`config.mk`:
```
export PLATFORM = sky130hd
export DESIGN_NAME = varint_zigzag_codec_flat
export DESIGN_NICKNAME = d
export VERILOG_FILES = /design/src/rtl/vzc_pkg.sv /design/src/rtl/vzc_req_if.sv /design/src/rtl/vzc_rsp_if.sv /design/src/rtl/vzc_dp.sv /design/src/rtl/vzc_ctrl.sv /design/src/rtl/varint_zigzag_codec.sv /design/src/flat_wrapper.sv
export SDC_FILE = /design/constraint.sdc
export NUM_CORES = 1
export LEC_CHECK = 0
export ABC_AREA = 0
export CAP_MARGIN = 20
export CORE_ASPECT_RATIO = 1.4
export CORE_UTILIZATION = 50
export CTS_BUF_LIST = sky130_fd_sc_hd__clkbuf_2 sky130_fd_sc_hd__clkbuf_4 sky130_fd_sc_hd__clkbuf_8
export CTS_CLUSTER_DIAMETER = 50
export CTS_CLUSTER_SIZE = 25
export DETAILED_ROUTE_END_ITERATION = 6
export DONT_BUFFER_PORTS = 1
export PLACE_DENSITY_LB_ADDON = 0.08
export REMOVE_ABC_BUFFERS = 1
export SYNTH_ARGS = -nofsm -noshare
export SYNTH_HDL_FRONTEND = slang
export SYNTH_SLANG_ARGS = --single-unit
```
`constraint.sdc`:
```
create_clock -name clk_i -period 3.2 [get_ports clk_i]
set_input_delay 0.64 -clock clk_i [delete_from_list [all_inputs] [get_ports clk_i]]
set_output_delay 0.64 -clock clk_i [all_outputs]
set_load 0.02 [all_outputs]
```
`src/rtl/vzc_pkg.sv`:
```
`timescale 1ns / 1ps
// Package for the varint / zigzag codec: request and result codes, group
// constants and the command/status structs between controller and datapath.
package vzc_pkg;

  // Request type codes carried in req_type.
  localparam logic REQ_ENCODE = 1'b0;
  localparam logic REQ_DECODE = 1'b1;

  // Result kind codes carried in out_kind.
  localparam logic KIND_BYTE  = 1'b0;
  localparam logic KIND_VALUE = 1'b1;

  // One varint group is seven payload bits under a continuation flag.
  localparam int unsigned GROUP_BITS = 7;

  // Index of the final byte a decode may gather, per width.
  localparam logic [3:0] LAST_IDX_NARROW = 4'd4;
  localparam logic [3:0] LAST_IDX_WIDE   = 4'd9;

  // Commands from the controller to the datapath.
  typedef struct packed {
    logic load_enc;  // Capture the mapped value of a new encode transaction.
    logic emit_enc;  // Move one encoded byte into the result register.
    logic dec_step;  // Fold the accepted byte into the decode accumulator.
  } cmd_t;

  // Status from the datapath to the controller.
  typedef struct packed {
    logic enc_last;  // The byte about to be emitted ends the varint.
    logic dec_done;  // The byte at the input completes a decoded value.
  } sts_t;

endpackage

```
`src/rtl/vzc_req_if.sv`:
```
`timescale 1ns / 1ps
// Request channel of the varint codec: valid/ready handshake with one item.
// Stand-alone; no package dependencies.
interface vzc_req_if;
  logic        valid;
  logic        ready;
  logic        req_type;
  logic        wide;
  logic        zigzag;
  logic [63:0] value_in;
  logic [7:0]  byte_in;

  modport source (output valid, req_type, wide, zigzag, value_in, byte_in, input ready);
  modport sink   (input valid, req_type, wide, zigzag, value_in, byte_in, output ready);
endinterface

```
`src/rtl/vzc_rsp_if.sv`:
```
`timescale 1ns / 1ps
// Result channel of the varint codec: valid/ready handshake with one result.
// Stand-alone; no package dependencies.
interface vzc_rsp_if;
  logic        valid;
  logic        ready;
  logic        out_kind;
  logic [7:0]  byte_out;
  logic [63:0] value_out;
  logic        last_byte;

  modport source (output valid, out_kind, byte_out, value_out, last_byte, input ready);
  modport sink   (input valid, out_kind, byte_out, value_out, last_byte, output ready);
endinterface

```
`src/rtl/vzc_dp.sv`:
```
`timescale 1ns / 1ps
// Datapath of the varint codec: encode shift register, decode accumulator,
// zigzag mapping and the result register. Uses vzc_pkg.
module vzc_dp (
  input  logic          clk_i,
  input  logic          rst_ni,
  input  vzc_pkg::cmd_t cmd_i,
  output vzc_pkg::sts_t sts_o,
  input  logic          wide_i,
  input  logic          zigzag_i,
  input  logic [63:0]   value_i,
  input  logic [7:0]    byte_i,
  output logic          out_kind_o,
  output logic [7:0]    byte_o,
  output logic [63:0]   value_o,
  output logic          last_o
);

  // Encode state.
  logic [63:0] enc_q, enc_d;
  logic [63:0] enc_map;
  logic [31:0] enc_v32;
  logic        enc_more;

  // Decode state.
  logic [63:0] acc_q, acc_d;
  logic [3:0]  cnt_q, cnt_d;
  logic        wide_lat_q, wide_lat_d;
  logic        sgn_lat_q, sgn_lat_d;

  logic        wide_eff, sgn_eff;
  logic [6:0]  shamt;
  logic [63:0] grp64;
  logic [63:0] acc_new;
  logic [3:0]  last_idx;
  logic        dec_done;
  logic [31:0] dv32, dz32;
  logic [63:0] dec_res;

  // Result register.
  logic        kind_q, kind_d;
  logic [7:0]  byte_q, byte_d;
  logic [63:0] val_q, val_d;
  logic        last_q, last_d;

  // Zigzag map and width select for a value to encode.
  always_comb begin
    enc_v32 = value_i[31:0];
    if (wide_i) begin
      enc_map = zigzag_i ? ({value_i[62:0], 1'b0} ^ {64{value_i[63]}}) : value_i;
    end else begin
      enc_map = {32'd0, zigzag_i ? ({enc_v32[30:0], 1'b0} ^ {32{enc_v32[31]}}) : enc_v32};
    end
  end

  assign enc_more = |enc_q[63:vzc_pkg::GROUP_BITS];

  // The width and sign come from the first byte of a value, later bytes
  // follow the latched copy.
  always_comb begin
    wide_eff = (cnt_q == 4'd0) ? wide_i   : wide_lat_q;
    sgn_eff  = (cnt_q == 4'd0) ? zigzag_i : sgn_lat_q;
    shamt    = {cnt_q, 3'b000} - {3'b000, cnt_q};
    grp64    = {57'd0, byte_i[6:0]} << shamt;
    acc_new  = ((cnt_q == 4'd0) ? 64'd0 : acc_q) | grp64;
    if (!wide_eff) begin
      acc_new[63:32] = 32'd0;
    end
    last_idx = wide_eff ? vzc_pkg::LAST_IDX_WIDE : vzc_pkg::LAST_IDX_NARROW;
    dec_done = !byte_i[7] || (cnt_q == last_idx);

    dv32 = acc_new[31:0];
    dz32 = {1'b0, dv32[31:1]} ^ {32{dv32[0]}};
    if (wide_eff) begin
      dec_res = sgn_eff ? ({1'b0, acc_new[63:1]} ^ {64{acc_new[0]}}) : acc_new;
    end else begin
      dec_res = sgn_eff ? {{32{dz32[31]}}, dz32} : {32'd0, dv32};
    end
  end

  assign sts_o.enc_last = !enc_more;
  assign sts_o.dec_done = dec_done;

  always_comb begin
    enc_d      = enc_q;
    acc_d      = acc_q;
    cnt_d      = cnt_q;
    wide_lat_d = wide_lat_q;
    sgn_lat_d  = sgn_lat_q;
    kind_d     = kind_q;
    byte_d     = byte_q;
    val_d      = val_q;
    last_d     = last_q;

    if (cmd_i.load_enc) begin
      enc_d = enc_map;
    end
    if (cmd_i.emit_enc) begin
      enc_d  = enc_q >> vzc_pkg::GROUP_BITS;
      kind_d = vzc_pkg::KIND_BYTE;
      byte_d = {enc_more, enc_q[6:0]};
      val_d  = 64'd0;
      last_d = !enc_more;
    end
    if (cmd_i.dec_step) begin
      wide_lat_d = wide_eff;
      sgn_lat_d  = sgn_eff;
      if (dec_done) begin
        acc_d  = 64'd0;
        cnt_d  = 4'd0;
        kind_d = vzc_pkg::KIND_VALUE;
        byte_d = 8'd0;
        val_d  = dec_res;
        last_d = 1'b0;
      end else begin
        acc_d = acc_new;
        cnt_d = cnt_q + 4'd1;
      end
    end
  end

  always_ff @(posedge clk_i or negedge rst_ni) begin
    if (!rst_ni) begin
      acc_q      <= 64'd0;
      cnt_q      <= 4'd0;
      wide_lat_q <= 1'b0;
      sgn_lat_q  <= 1'b0;
    end else begin
      acc_q      <= acc_d;
      cnt_q      <= cnt_d;
      wide_lat_q <= wide_lat_d;
      sgn_lat_q  <= sgn_lat_d;
    end
  end

  always_ff @(posedge clk_i) begin
    enc_q  <= enc_d;
    kind_q <= kind_d;
    byte_q <= byte_d;
    val_q  <= val_d;
    last_q <= last_d;
  end

  assign out_kind_o = kind_q;
  assign byte_o     = byte_q;
  assign value_o    = val_q;
  assign last_o     = last_q;

  // A partial decode never runs past the byte limit of its width.
  a_cnt_limit: assert property (@(posedge clk_i) disable iff (!rst_ni)
    (cnt_q <= vzc_pkg::LAST_IDX_WIDE) && (wide_lat_q || cnt_q <= vzc_pkg::LAST_IDX_NARROW))
    else $error("decode byte count beyond width limit");

  // A completed value restarts gathering at the first byte.
  a_cnt_restart: assert property (@(posedge clk_i) disable iff (!rst_ni)
    (cmd_i.dec_step && dec_done) |=> (cnt_q == 4'd0))
    else $error("decode count not cleared after a value");

endmodule

```
`src/rtl/vzc_ctrl.sv`:
```
`timescale 1ns / 1ps
// Controller of the varint codec: request handshake, encode byte sequencing
// and the result valid flag. Uses vzc_pkg.
module vzc_ctrl (
  input  logic          clk_i,
  input  logic          rst_ni,
  input  logic          in_valid_i,
  output logic          in_ready_o,
  input  logic          req_type_i,
  output logic          out_valid_o,
  input  logic          out_ready_i,
  output vzc_pkg::cmd_t cmd_o,
  input  vzc_pkg::sts_t sts_i
);

  typedef enum logic {S_IDLE, S_ENC} state_e;

  state_e state_q, state_d;
  logic   out_valid_q, out_valid_d;
  logic   out_free;
  logic   accept;

  // The result slot can take a new result when empty or being drained.
  assign out_free   = !out_valid_q || out_ready_i;
  assign in_ready_o = (state_q == S_IDLE) && out_free;
  assign accept     = in_valid_i && in_ready_o;

  always_comb begin
    state_d     = state_q;
    out_valid_d = out_valid_q && !out_ready_i;
    cmd_o       = '0;
    case (state_q)
      S_IDLE: begin
        if (accept) begin
          if (req_type_i == vzc_pkg::REQ_ENCODE) begin
            cmd_o.load_enc = 1'b1;
            state_d        = S_ENC;
          end else begin
            cmd_o.dec_step = 1'b1;
            if (sts_i.dec_done) begin
              out_valid_d = 1'b1;
            end
          end
        end
      end
      S_ENC: begin
        if (out_free) begin
          cmd_o.emit_enc = 1'b1;
          out_valid_d    = 1'b1;
          if (sts_i.enc_last) begin
            state_d = S_IDLE;
          end
        end
      end
      default: begin
        state_d = S_IDLE;
      end
    endcase
  end

  always_ff @(posedge clk_i or negedge rst_ni) begin
    if (!rst_ni) begin
      state_q     <= S_IDLE;
      out_valid_q <= 1'b0;
    end else begin
      state_q     <= state_d;
      out_valid_q <= out_valid_d;
    end
  end

  assign out_valid_o = out_valid_q;

  // An accepted encode request always starts byte emission.
  a_enc_start: assert property (@(posedge clk_i) disable iff (!rst_ni)
    (accept && req_type_i == vzc_pkg::REQ_ENCODE) |=> (state_q == S_ENC))
    else $error("encode request did not start emission");

  // Emitting the final byte returns the controller to idle.
  a_enc_end: assert property (@(posedge clk_i) disable iff (!rst_ni)
    (cmd_o.emit_enc && sts_i.enc_last) |=> (state_q == S_IDLE))
    else $error("controller stayed in emission after the last byte");

  // A pending result is never dropped while the receiver stalls.
  a_hold: assert property (@(posedge clk_i) disable iff (!rst_ni)
    (out_valid_q && !out_ready_i) |=> out_valid_q)
    else $error("pending result dropped under stall");

  // Only one datapath command is issued at a time.
  a_one_cmd: assert property (@(posedge clk_i) disable iff (!rst_ni)
    $onehot0({cmd_o.load_enc, cmd_o.emit_enc, cmd_o.dec_step}))
    else $error("conflicting datapath commands");

endmodule

```
`src/rtl/varint_zigzag_codec.sv`:
```
`timescale 1ns / 1ps
// Varint codec with optional zigzag mapping in 32- or 64-bit width.
// Depends on vzc_pkg, vzc_req_if, vzc_rsp_if, vzc_ctrl and vzc_dp.
//
// Usage:
// Requests arrive on req_i and results leave on rsp_o; both use a valid/ready
// handshake and one transaction moves one item. An encode request
// (req_type = 0) takes value_in and yields one to ten byte results, low group
// first, the final one flagged by last_byte. A decode request (req_type = 1)
// takes one byte; a value result appears once a byte with a clear top bit
// arrives or the width's byte limit (5 or 10 bytes) is hit. Width and zigzag
// are taken from the first byte of each encoded value.
//
// Flow: a decode byte is accepted and its value, when complete, is valid in
// the cycle after, so bytes stream at one per cycle while the receiver takes
// every result. An encode request first loads the shift register and then
// emits its bytes from it one at a time through the single result register.
// Requests are not accepted while an encode is still emitting.
//
// Reset clears the partial decode and empties the result register. When the
// receiver stalls, the result is held and the request side stops accepting
// until the result register can be refilled.
module varint_zigzag_codec (
  input logic       clk_i,
  input logic       rst_ni,
  vzc_req_if.sink   req_i,
  vzc_rsp_if.source rsp_o
);

  // Controller and datapath talk only through these two structs.
  vzc_pkg::cmd_t cmd;
  vzc_pkg::sts_t sts;

  vzc_ctrl u_ctrl (
    .clk_i       (clk_i),
    .rst_ni      (rst_ni),
    .in_valid_i  (req_i.valid),
    .in_ready_o  (req_i.ready),
    .req_type_i  (req_i.req_type),
    .out_valid_o (rsp_o.valid),
    .out_ready_i (rsp_o.ready),
    .cmd_o       (cmd),
    .sts_i       (sts)
  );

  // The datapath sees request fields directly; they only matter in the
  // cycle where the controller issues a load or decode command.
  vzc_dp u_dp (
    .clk_i      (clk_i),
    .rst_ni     (rst_ni),
    .cmd_i      (cmd),
    .sts_o      (sts),
    .wide_i     (req_i.wide),
    .zigzag_i   (req_i.zigzag),
    .value_i    (req_i.value_in),
    .byte_i     (req_i.byte_in),
    .out_kind_o (rsp_o.out_kind),
    .byte_o     (rsp_o.byte_out),
    .value_o    (rsp_o.value_out),
    .last_o     (rsp_o.last_byte)
  );

endmodule

```
`src/flat_wrapper.sv`:
```
// flat-port wrapper written by rule: the top's interface ports become plain ports
module varint_zigzag_codec_flat 
  (clk_i, rst_ni, req_i_valid, req_i_req_type, req_i_wide, req_i_zigzag, req_i_value_in, req_i_byte_in, req_i_ready, rsp_o_valid, rsp_o_out_kind, rsp_o_byte_out, rsp_o_value_out, rsp_o_last_byte, rsp_o_ready);
  vzc_req_if req_i_i ();
  vzc_rsp_if rsp_o_i ();
  input logic clk_i;
  input logic rst_ni;
  input wire logic [$bits(req_i_i.valid)-1:0] req_i_valid;
  input wire logic [$bits(req_i_i.req_type)-1:0] req_i_req_type;
  input wire logic [$bits(req_i_i.wide)-1:0] req_i_wide;
  input wire logic [$bits(req_i_i.zigzag)-1:0] req_i_zigzag;
  input wire logic [$bits(req_i_i.value_in)-1:0] req_i_value_in;
  input wire logic [$bits(req_i_i.byte_in)-1:0] req_i_byte_in;
  output wire logic [$bits(req_i_i.ready)-1:0] req_i_ready;
  output wire logic [$bits(rsp_o_i.valid)-1:0] rsp_o_valid;
  output wire logic [$bits(rsp_o_i.out_kind)-1:0] rsp_o_out_kind;
  output wire logic [$bits(rsp_o_i.byte_out)-1:0] rsp_o_byte_out;
  output wire logic [$bits(rsp_o_i.value_out)-1:0] rsp_o_value_out;
  output wire logic [$bits(rsp_o_i.last_byte)-1:0] rsp_o_last_byte;
  input wire logic [$bits(rsp_o_i.ready)-1:0] rsp_o_ready;
  assign req_i_i.valid = req_i_valid;
  assign req_i_i.req_type = req_i_req_type;
  assign req_i_i.wide = req_i_wide;
  assign req_i_i.zigzag = req_i_zigzag;
  assign req_i_i.value_in = req_i_value_in;
  assign req_i_i.byte_in = req_i_byte_in;
  assign req_i_ready = req_i_i.ready;
  assign rsp_o_valid = rsp_o_i.valid;
  assign rsp_o_out_kind = rsp_o_i.out_kind;
  assign rsp_o_byte_out = rsp_o_i.byte_out;
  assign rsp_o_value_out = rsp_o_i.value_out;
  assign rsp_o_last_byte = rsp_o_i.last_byte;
  assign rsp_o_i.ready = rsp_o_ready;
  varint_zigzag_codec u_core (.clk_i(clk_i), .rst_ni(rst_ni), .req_i(req_i_i), .rsp_o(rsp_o_i));
endmodule
```
Word-level counts from Yosys, hierarchy flattened
Cells that the tools add are included. W data, S select, Z words.

Add/sub/neg operators: 2. Equal/unequal tests: 1. Shift-type cells: 1. Muxes and demuxes: 43. Bitwise gates (word level): 6. Reduce and logical (&&, ||, !) cells: 12.

Operators with widths (count): $mux W64 (10); $mux W57 (2); $mux W32 (2); $or A64 B64 Y64 (1); $shl A7 B7 Y64 (1); $xor A63 B64 Y64 (1); $xor A64 B64 Y64 (1); $reduce_or A57 Y1 (1); $xor A31 B32 Y32 (1); $xor A32 B32 Y32 (1); $mux W8 (3); $mux W1 (22); $mux W4 (2); $sub A7 B4 Y7 (1); $add A4 B1 Y4 const B (1); $eq A4 B4 Y1 (1); $logic_not A1 Y1 (4); $logic_not A4 Y1 (1); $pmux W1 S2 (2); $logic_and A1 B1 Y1 (3); $logic_or A1 B1 Y1 (2); $reduce_bool A2 Y1 (1); $not A1 Y1 (1).

Register bits: 210. Output and inout bits: 76. Word-level logic and storage cells: 77.

Logic depth before layout (Yosys ltp)
Gate-level depths: netlist of run 1.

Depth after elaboration: 9. Depth in mapped cells: 13. Gate-level depth less buffers: 9.

Hierarchy
Synthesis of run 1 repeated with hierarchy kept, for this count alone.

Cells, all modules: 1264. Area, all modules: 12035.3 µm².

Modules (own cells, without submodules): vzc_dp (instances 1, cells an instance 1252, area an instance 11912.7 µm², seq. area each 5084.9 µm²); vzc_ctrl (instances 1, cells an instance 12, area an instance 122.6 µm², seq. area each 50.0 µm²).

Worst setup path after synthesis of run 1
OpenSTA, ideal clock, no wires.

Kind: register to register. Start: register u_core.u_dp.cnt_q[0]. End: register u_core.u_dp.val_q[20] (netlist: u_core.u_dp.value_o[20]). Data arrival time: 2.755 ns. Required time: 3.070 ns. Slack: 0.315 ns. Stages on the path, launching flop included: 13. Path buffers: 3. Clock period less this slack: 2.885 ns. Cell sequence: dfrtp_1 buf_6 buf_6 inv_1 ha_1 buf_2 mux2_2 or2_2 a31oi_4 o22ai_1 a22o_1 a222oi_1 o21ai_1.

Word-level cells in the longest chain between the ends: 8. Elaborated cells between the ends (all ways): 17. Those cells by class: 1 x add/sub; 1 x eq/ne; 1 x shift; 9 x mux; 3 x bitwise; 2 x reduce/logical.

RTL lines: start: declaration (RTL line vzc_dp.sv:27) `logic [3:0] cnt_q, cnt_d;`; start signal: assignment (RTL line vzc_dp.sv:130) `cnt_q <= cnt_d;`; $sub A7 B4 Y7 or $logic_not A4 Y1 (tied branches); $shl A7 B7 Y64 or $mux W64 (tied branches) (RTL line vzc_dp.sv:64, vzc_dp.sv:65); $or A64 B64 Y64 (RTL line vzc_dp.sv:65) `acc_new = ((cnt_q == 4'd0) ? 64'd0 : acc_q) | grp64;`; $xor A31 B32 Y32 or $xor A63 B64 Y64 (tied branches) (RTL line vzc_dp.sv:73, vzc_dp.sv:75); $mux W64, on equally long branches (RTL line vzc_dp.sv:77, vzc_dp.sv:75); $mux W64 (RTL line vzc_dp.sv:74) `if (wide_eff) begin`; $mux W64 * (RTL line vzc_dp.sv:108) `if (dec_done) begin`; $mux W64 * (RTL line vzc_dp.sv:105) `if (cmd_i.dec_step) begin`; via u_core.u_dp.val_d[20] (RTL line vzc_dp.sv:43) `logic [63:0] val_q, val_d;`; end signal: assignment (RTL line vzc_dp.sv:140) `val_q <= val_d;`; end: declaration (RTL line vzc_dp.sv:43).

The timed path passes the listed nets; every way through them passes the cells marked *. A chain may end at the register's enable or synchronous reset.

Worst setup path after layout of run 1
Start: register u_core.u_dp.cnt_q[0]. End: register u_core.u_dp.val_q[37] (netlist: u_core.u_dp.value_o[37]).

Word-level cells in the longest chain between the ends: 9. Elaborated cells between the ends (all ways): 18. Those cells by class: 1 x add/sub; 1 x eq/ne; 1 x shift; 10 x mux; 3 x bitwise; 2 x reduce/logical.

RTL lines: $sub A7 B4 Y7 or $logic_not A4 Y1 (tied branches); $shl A7 B7 Y64 or $mux W64 (tied branches) (RTL line vzc_dp.sv:64, vzc_dp.sv:65); $or A64 B64 Y64 (RTL line vzc_dp.sv:65); $mux W32 (RTL line vzc_dp.sv:66) `if (!wide_eff) begin`; $xor A63 B64 Y64 (RTL line vzc_dp.sv:75) `dec_res = sgn_eff ? ({1'b0, acc_new[63:1]} ^ {64{acc_new[0]}}) : acc_new;`; $mux W64 (RTL line vzc_dp.sv:75); $mux W64 (RTL line vzc_dp.sv:74); $mux W64 * (RTL line vzc_dp.sv:108); $mux W64 * (RTL line vzc_dp.sv:105); via u_core.u_dp.val_d[37] (RTL line vzc_dp.sv:43).

Marked as above.

==> results of run 1 <==
-- layout by cell type, fill, tap and decap left out, drive strengths merged, types with 32 or more instances in the layout --
master | netlist | routed
a21oi | 33 | 33
a22oi | 32 | 32
edfxtp | 57 | 57
mux2i | 60 | 60
nor2 | 34 | 34
a22o | 79 | 79
nand2 | 219 | 219
buf | 37 | 87
dfrtp | 72 | 72
xnor2 | 87 | 87
o21ai | 168 | 168
dfxtp | 81 | 81
-- registers in the layout, summed over array words and instances (netlist names) --
| name | flops |
|---|---|
| u_core.u_dp.wide_lat_q | 1 |
| u_core.u_dp.sgn_lat_q | 1 |
| u_core.u_dp.cnt_q | 4 |
| u_core.u_dp.acc_q | 64 |
| u_core.u_dp.byte_o | 8 |
| u_core.u_dp.out_kind_o | 1 |
| u_core.u_dp.value_o | 64 |
| u_core.u_dp.enc_q | 64 |
| u_core.u_ctrl.state_q | 1 |
| u_core.u_ctrl.out_valid_o | 1 |
| u_core.u_dp.last_o | 1 |
-- kinds of logic after synthesis --
kind of cell | after synthesis | synth area share [%]
compound gates | 419 | 25.2
simple gates | 341 | 13.3
flops | 210 | 44.2
buf+inv | 103 | 3.94
xor+xnor | 89 | 6.77
mux | 66 | 6.30
fa+ha+maj | 3 | 0.323
-- what timing repair did --
| action | CTS | global route |
|---|---|---|
| setup endpoints to repair | 0 | 16 |
| resized for setup | 0 | 6 |
| hold endpoints to repair | 72 | 0 |
| hold buffers | 2 | 0 |
-- cell type report --
cell class	instances	area (µm²)	share of cell area, %
multi-input cells	918	6080	47.3
inverters	9	33.8	0.263
well taps	301	377	2.93
repair buffers	88	733	5.70
clock buffers	22	303	2.36
clock inverters	14	196	1.53
flip-flops and latches	210	5130	39.9
-- how the worst min path moves through the flow --
stage | to
after CTS | u_core.u_dp.enc_q[59]$_SDFFE_PP0P_
after detailed placement | u_core.u_dp.cnt_q[1]$_DFFE_PN0P_
after global placement | u_core.u_dp.cnt_q[1]$_DFFE_PN0P_
final | u_core.u_dp.enc_q[60]$_SDFFE_PP0P_
after floorplan | u_core.u_ctrl.out_valid_o$_DFF_PN0_
after global routing | u_core.u_dp.enc_q[59]$_SDFFE_PP0P_
-- power groups by stage --
stage | Combinational [mW] | Clock [mW] | Sequential [mW]
after floorplan | 3.51 | 0 | 3.68
after global placement | 5.75 | 0 | 3.75
after detailed placement | 5.76 | 0 | 3.76
after CTS | 5.80 | 2.00 | 3.70
after global routing | 6.32 | 2.10 | 3.76
final | 5.95 | 1.97 | 3.70
-- per-layer routing --
metal,vias up,part of all wire [%]
li1,4576,-
met1,4736,38
met2,334,51
met3,107,5.9
met4,0,5.5
met5,-,0
==> key figures, run 1 <==
Status
  – Status: finished, final reports clean

Synth
  – Synth area leader: dfrtp_1
  – Register area share after synthesis: 44.2%
  – Mapped Area: 11600 µm²
  – Mean post-synth cell area: 9.44 µm²
  – Cells after synthesis: 1231
  – Ys flop type: dfxtp_1
  – Post-synth top area share: 15.5%
  – Synth top cells by count: nand2_1, o21ai_0, xnor2_1, dfxtp_1, a22o_1
  – Post-synth ARST share: 34.3%
  – Cell variety after synth: 88
  – Flops & latches, synth: 210
  – Post-synth EDFFs: 57
  – Count leader, synth: nand2_1
  – Dominant cells by area after synthesis: dfrtp_1, edfxtp_1, dfxtp_1
  – Ys Warns: 0

GRT
  – GR met1 Demand/Resource: 35.0%
  – GRT Total Usage: 31.0%
  – Gr ovfl total: 0
  – Met2 Resource Use GR: 54.5%
  – Maximum number of pins on one net before global-route repair: 99
  – Initial antenna violation count: 0
  – Busiest grt layer: met2
  – Grt met3 use: 5.83%
  – Global-route wire length before repair: 55.7 mm
  – Vias in the first global route: 9650

Pwr
  – Clk network pwr share: 17.0%
  – Seq pwr share: 31.9%
  – Gate power share: 51.2%
  – Internal power: 6.26 mW
  – Sw Ratio: 46.2%
  – NetSw: 5.37 mW
  – IR drop worst, VDD: 0.466 mV
  – LEAKAGE: 4.91 nW
  – Total Power: 11.6 mW
  – Power Dens Cells: 904 nW/µm²

Worst setup path
  – Cell depth of the worst flop-to-flop path: 10
  – FF-to-FF End: u_core.u_dp.value_o[37]$_DFF_P_
  – Most Frequent Cell on Critical Path: mux2i_1
  – Worst setup path class: reg2reg
  – WP buf/inv: 2
  – R2R setup slack: 130 ps
  – Peak per-stage delay on the critical path: 630 ps
  – Reg2reg start: u_core.u_dp.cnt_q[0]$_DFFE_PN0P_
  – Critical path depth: 10
  – Worst Setup SP: u_core.u_dp.cnt_q[0]$_DFFE_PN0P_
  – CP Launch Type: register
  – Crit-path slowest cell: mux2i_2
  – Req. time, crit path: 3650 ps
  – Worst path top cell family by delay: multiplexers
  – Critical path cell sequence: inv_1, ha_2, buf_4, mux2i_1, mux2i_1, mux2i_2, o21ai_0, nand2_1, xnor2_1, o21ai_1
  – WP data arrival: 3520 ps
  – Crit end category: register
  – CP Capture Point: u_core.u_dp.value_o[37]$_DFF_P_
  – CP Max Fanout: 8

STA
  – Fin crit share: 96.0%
  – Final worst setup slack: 128 ps
  – Slew margin rel.: 43.9%
  – RSZ-0062 raised after global routing: yes
  – # setup viols final: 0
  – Minimum clock period: 3070 ps
  – Hold_ws: 279 ps
  – Final hold vios: 0
  – Clock Skew: 42.4 ps
  – Setup TNS: 0 ps
  – Achievable frequency: 326 MHz
  – Actual slew at the worst max-slew pin: 841 ps
  – Final Max Slew Viols: 0

Detailed routing
  – Initial DRT Pass Iterations: 4
  – Via density: 6.24
  – DRC errors left: 0
  – Final wirelength: 36.5 mm
  – DR vias: 9753
  – Initial DRC count: 717
  – Routed len/inst: 23.4 µm
  – Detail Route Antenna Nets: 0

Placement
  – Dpl cells: 1524
  – Detailed placement HPWL: 26.7 mm
  – Dpl cell area: 12300 µm²
  – I/O Buffers: 0
  – GP Congestion: 0.931
  – Pre-CTS setup slack: 83.4 ps

Min path
  – Hold Path Stages: 2
  – HP Start: req_i_value_in[60]
  – Worst Hold Class: in2reg

Final layout
  – Cell Count, Final, Fillers Out: 1562
  – FILL cells: 2037
  – Post-route cell area: 12900 µm²
  – Final core utilization: 56.7%
  – Layout overhead on the synthesized area: 10.6%
  – Final-stage net count: 1329
  – ANT cells: 0
  – Share of cells above drive strength 1: 14.2%

Die
  – Die H: 182 µm
  – Die area: 23900 µm²
  – Core Area: 22700 µm²
  – Initial Util: 51.2%
  – # rows: 65
  – Num ports: 155
  – Die Width: 131 µm

Flow run
  – Maxcap violations: 0

Clock tree
  – Total CTS buffers: 20
  – Clock Sinks: 210
  – Htree depth: 1
  – Postcts setup bufs: 0
  – Clock Root Buffer: clkbuf_8
  – Worst skew pair latency: 560 ps
  – TritonCTS clock tree: yes
  – Clock Pin Slew Worst Setup and Hold Paths: 120 ps
  – CTS max path bufs: 3
No activity file was read; power rests on OpenSTA's default activity.
==> inputs of run 2 (changes only) <==
- CORE_UTILIZATION: 50 -> 40
- SYNTH_HIERARCHICAL: unset -> 1
==> key figures, run 2 <==
GRT
  – Maximum number of pins on one net before global-route repair: 100 (+1.0%)
  – GRT Total Usage: 26.2% (-4.9 points)
  – Gr ovfl total: 0 (unchanged)
  – Vias in the first global route: 10200 (+5.8%)
  – Initial antenna violation count: 0 (unchanged)
  – Global-route wire length before repair: 61.7 mm (+11%)

Worst setup path
  – CP Launch Type: register
  – Worst setup path class: reg2reg
  – R2R setup slack: 90 ps (-40 ps)
  – Crit end category: register
  – FF-to-FF End: u_core/u_dp/value_o[62]$_DFF_P_
  – Cell depth of the worst flop-to-flop path: 9 (-1)
  – Reg2reg start: u_core/u_dp/cnt_q[0]$_DFFE_PN0P_
  – CP Max Fanout: 12 (+4)
  – Req. time, crit path: 3650 ps (about the same)
  – WP data arrival: 3570 ps (+50 ps)

Die
  – Die H: 207 µm (+14%)
  – Initial Util: 41.0% (-10 points)
  – Core Area: 29400 µm² (+29%)
  – Num ports: 155 (unchanged)
  – # rows: 74 (+14%)
  – Die area: 30800 µm² (+29%)
  – Die Width: 149 µm (+14%)

Synth
  – Compound-cell area share of the yosys netlist: 25.7% (+0.58 points)
  – Mapped Area: 12000 µm² (+3.6%)
  – Mean post-synth cell area: 9.52 µm² (+0.86%)
  – Register area share after synthesis: 42.7% (-1.5 points)
  – Post-Synth XOR/XNOR Area: 6.99% (+0.21 points)
  – Synth top cells by count: nand2_1, o21ai_0, xnor2_1, dfxtp_1, dfrtp_1
  – Main combinational cell family by area after synthesis: compound AO/OA/AOI/OAI gates
  – Dominant cells by area after synthesis: dfrtp_1, edfxtp_1, dfxtp_1
  – Mux contribution to synthesized area: 6.00% (-0.30 points)
  – Post-synth ARST share: 34.3% (unchanged)
  – Post-synthesis simple-gate area fraction: 13.6% (+0.32 points)
  – Ys flop type: dfxtp_1
  – Count leader, synth: nand2_1
  – Post-synth top area share: 15.0% (-0.53 points)
  – Ys Warns: 6 (+6)
  – Cells after synthesis: 1264 (+2.7%)
  – Post-synth EDFFs: 57 (unchanged)
  – Synth area leader: dfrtp_1
  – Flops & latches, synth: 210 (unchanged)
  – Cell variety after synth: 98 (+11%)
  – Post-Synth Adder-Cell Area: 0.312% (-0.011 points)

STA
  – Achievable frequency: 321 MHz (-1.3%)
  – Final hold vios: 0 (unchanged)
  – Clock Skew: 26.2 ps (-16.2 ps)
  – Minimum clock period: 3110 ps (+39.3 ps)
  – # setup viols final: 0 (unchanged)
  – RSZ-0062 raised after global routing: no
  – Actual slew at the worst max-slew pin: 773 ps (-67.9 ps)
  – Fin crit share: 97.2% (+1.2 points)
  – Final Max Slew Viols: 0 (unchanged)
  – Slew margin rel.: 48.0% (+4.1 points)

Flow run
  – Maxcap violations: 0 (unchanged)

Clock tree
  – TritonCTS clock tree: yes
  – Clock Pin Slew Worst Setup and Hold Paths: 100 ps (-20 ps)
  – Total CTS buffers: 22 (+10%)
  – Htree depth: 1 (unchanged)
  – CTS max path bufs: 3 (unchanged)
  – Worst skew pair latency: 550 ps (about the same)
  – Clock Root Buffer: clkbuf_8
  – Clock Sinks: 210 (unchanged)

Detailed routing
  – Via density: 6.07 (-2.8%)
  – Detail Route Antenna Nets: 0 (unchanged)
  – Initial DRC count: 595 (-17%)
  – Final wirelength: 40.4 mm (+11%)
  – DRC errors left: 0 (unchanged)
  – Initial DRT Pass Iterations: 5 (+1)
  – Routed len/inst: 24.3 µm (+3.7%)
  – DR vias: 10100 (+3.8%)

Final layout
  – Cell Count, Final, Fillers Out: 1667 (+6.7%)
  – FILL cells: 2854 (+40%)
  – ANT cells: 0 (unchanged)
  – Final core utilization: 45.3% (-11 points)
  – Final-stage net count: 1353 (+1.8%)
  – Commonest non-fill, non-tap cell in the layout: nand2_1
  – Layout overhead on the synthesized area: 10.5% (about the same)
  – Most frequent cells in the layout: nand2_1, o21ai_0, xnor2_1
  – Share of cells above drive strength 1: 14.5% (+0.33 points)

Pwr
  – LEAKAGE: 4.96 nW (+0.91%)
  – Power Dens Cells: 630 nW/µm² (-30%)
  – IR drop worst, VDD: 0.293 mV (-37%)
  – Total Power: 8.38 mW (-28%)

Placement
  – Detailed placement HPWL: 29.3 mm (+9.9%)
  – I/O Buffers: 0 (unchanged)
  – GP Congestion: 0.882 (-5.3%)
  – Dpl cells: 1625 (+6.6%)

Status
  – Status: finished, final reports clean

Min path
  – Hold Path End: u_core/u_ctrl/out_valid_o$_DFF_PN0_
  – HP Start: req_i_valid
  – Hold Path Stages: 2 (unchanged)
  – Worst Hold Class: in2reg
## run 2: power by group
| group | internal, mW | switching [mW] | leakage (nW) |
|---|---|---|---|
| registers | 2.91 | 0.124 | 2.21 |
| logic | 1.16 | 2.18 | 2.49 |
| clock network | 0.873 | 1.13 | 0.264 |
| total | 4.94 | 3.44 | 4.96 |
## run 2: cells by family after synthesis
group	Yosys count
compound gates	432
xor+xnor	96
flops	210
fa+ha+maj	3
mux	64
buf+inv	119
simple gates	340
## run 2: per-stage QoR
step	instance area, µm²	setup TNS (ps)	hold slack (ps)	worst slack (ps)
6_report	13300	0	232	88.8
5_1_grt	13300	0	228	9.73
4_1_cts	13300	0	214	126
3_5_place_dp	12700	0	348	114
3_3_place_gp	12700	0	348	150
2_1_floorplan	11500	-99530	344	-1320
## run 2: layout make-up
| cell class | instances | area (µm²) | area share (%) |
|---|---|---|---|
| Timing Repair Buffer | 88 | 746 | 5.61 |
| Sequential cell | 210 | 5130 | 38.6 |
| Clock buffer | 26 | 345 | 2.60 |
| Clock inverter | 14 | 163 | 1.22 |
| Tap cell | 380 | 475 | 3.57 |
| Inverter | 14 | 52.6 | 0.395 |
| Multi-Input combinational cell | 935 | 6380 | 48.0 |
## run 2: what timing repair did
action                                 4_1_cts  5_1_grt
endpoints found under the hold margin       72        0
hold buffers                                 2        0
buffers inserted                             0        0
setup endpoints to repair                    0       13
gates resized for setup                      0        3
## run 2: worst max-delay path by stage
| stage | endpoint | slack, ps | cells past startpoint | start |
|---|---|---|---|---|
| 6_report | u_core/u_dp/value_o[62]$_DFF_P_ | 90 | 9 | u_core/u_dp/cnt_q[0]$_DFFE_PN0P_ |
| 5_1_grt | u_core/u_dp/value_o[34]$_DFF_P_ | 10 | 8 | u_core/u_dp/cnt_q[0]$_DFFE_PN0P_ |
| 4_1_cts | u_core/u_dp/acc_q[44]$_DFFE_PN0P_ | 130 | 9 | u_core/u_dp/cnt_q[1]$_DFFE_PN0P_ |
| 3_5_place_dp | u_core/u_dp/value_o[62]$_DFF_P_ | 110 | 10 | u_core/u_dp/cnt_q[0]$_DFFE_PN0P_ |
| 3_3_place_gp | u_core/u_dp/value_o[37]$_DFF_P_ | 150 | 9 | u_core/u_dp/cnt_q[0]$_DFFE_PN0P_ |
| 2_1_floorplan | u_core/u_dp/acc_q[38]$_DFFE_PN0P_ | -1320 | 8 | u_core/u_dp/cnt_q[0]$_DFFE_PN0P_ |
## run 2: worst max-delay path, cell delays in order (launching register included)
cell and delay, ps:
dfrtp_1 410, ha_1 540, buf_4 220, o31a_1 230, nor2_1 100, a211oi_2 580
nand3_1 130, a21boi_0 440, o221ai_1 190, o21bai_1 180
## run 2: per-layer routing
layer / GRT usage, % / up-vias / part of all wire (%)
met3: 4.99 / 86 / 6.8
met5: 0 / - / 0
met1: 29.7 / 4932 / 37
met4: 11.5 / 0 / 4.6
li1: - / 4737 / -
met2: 46.9 / 364 / 51
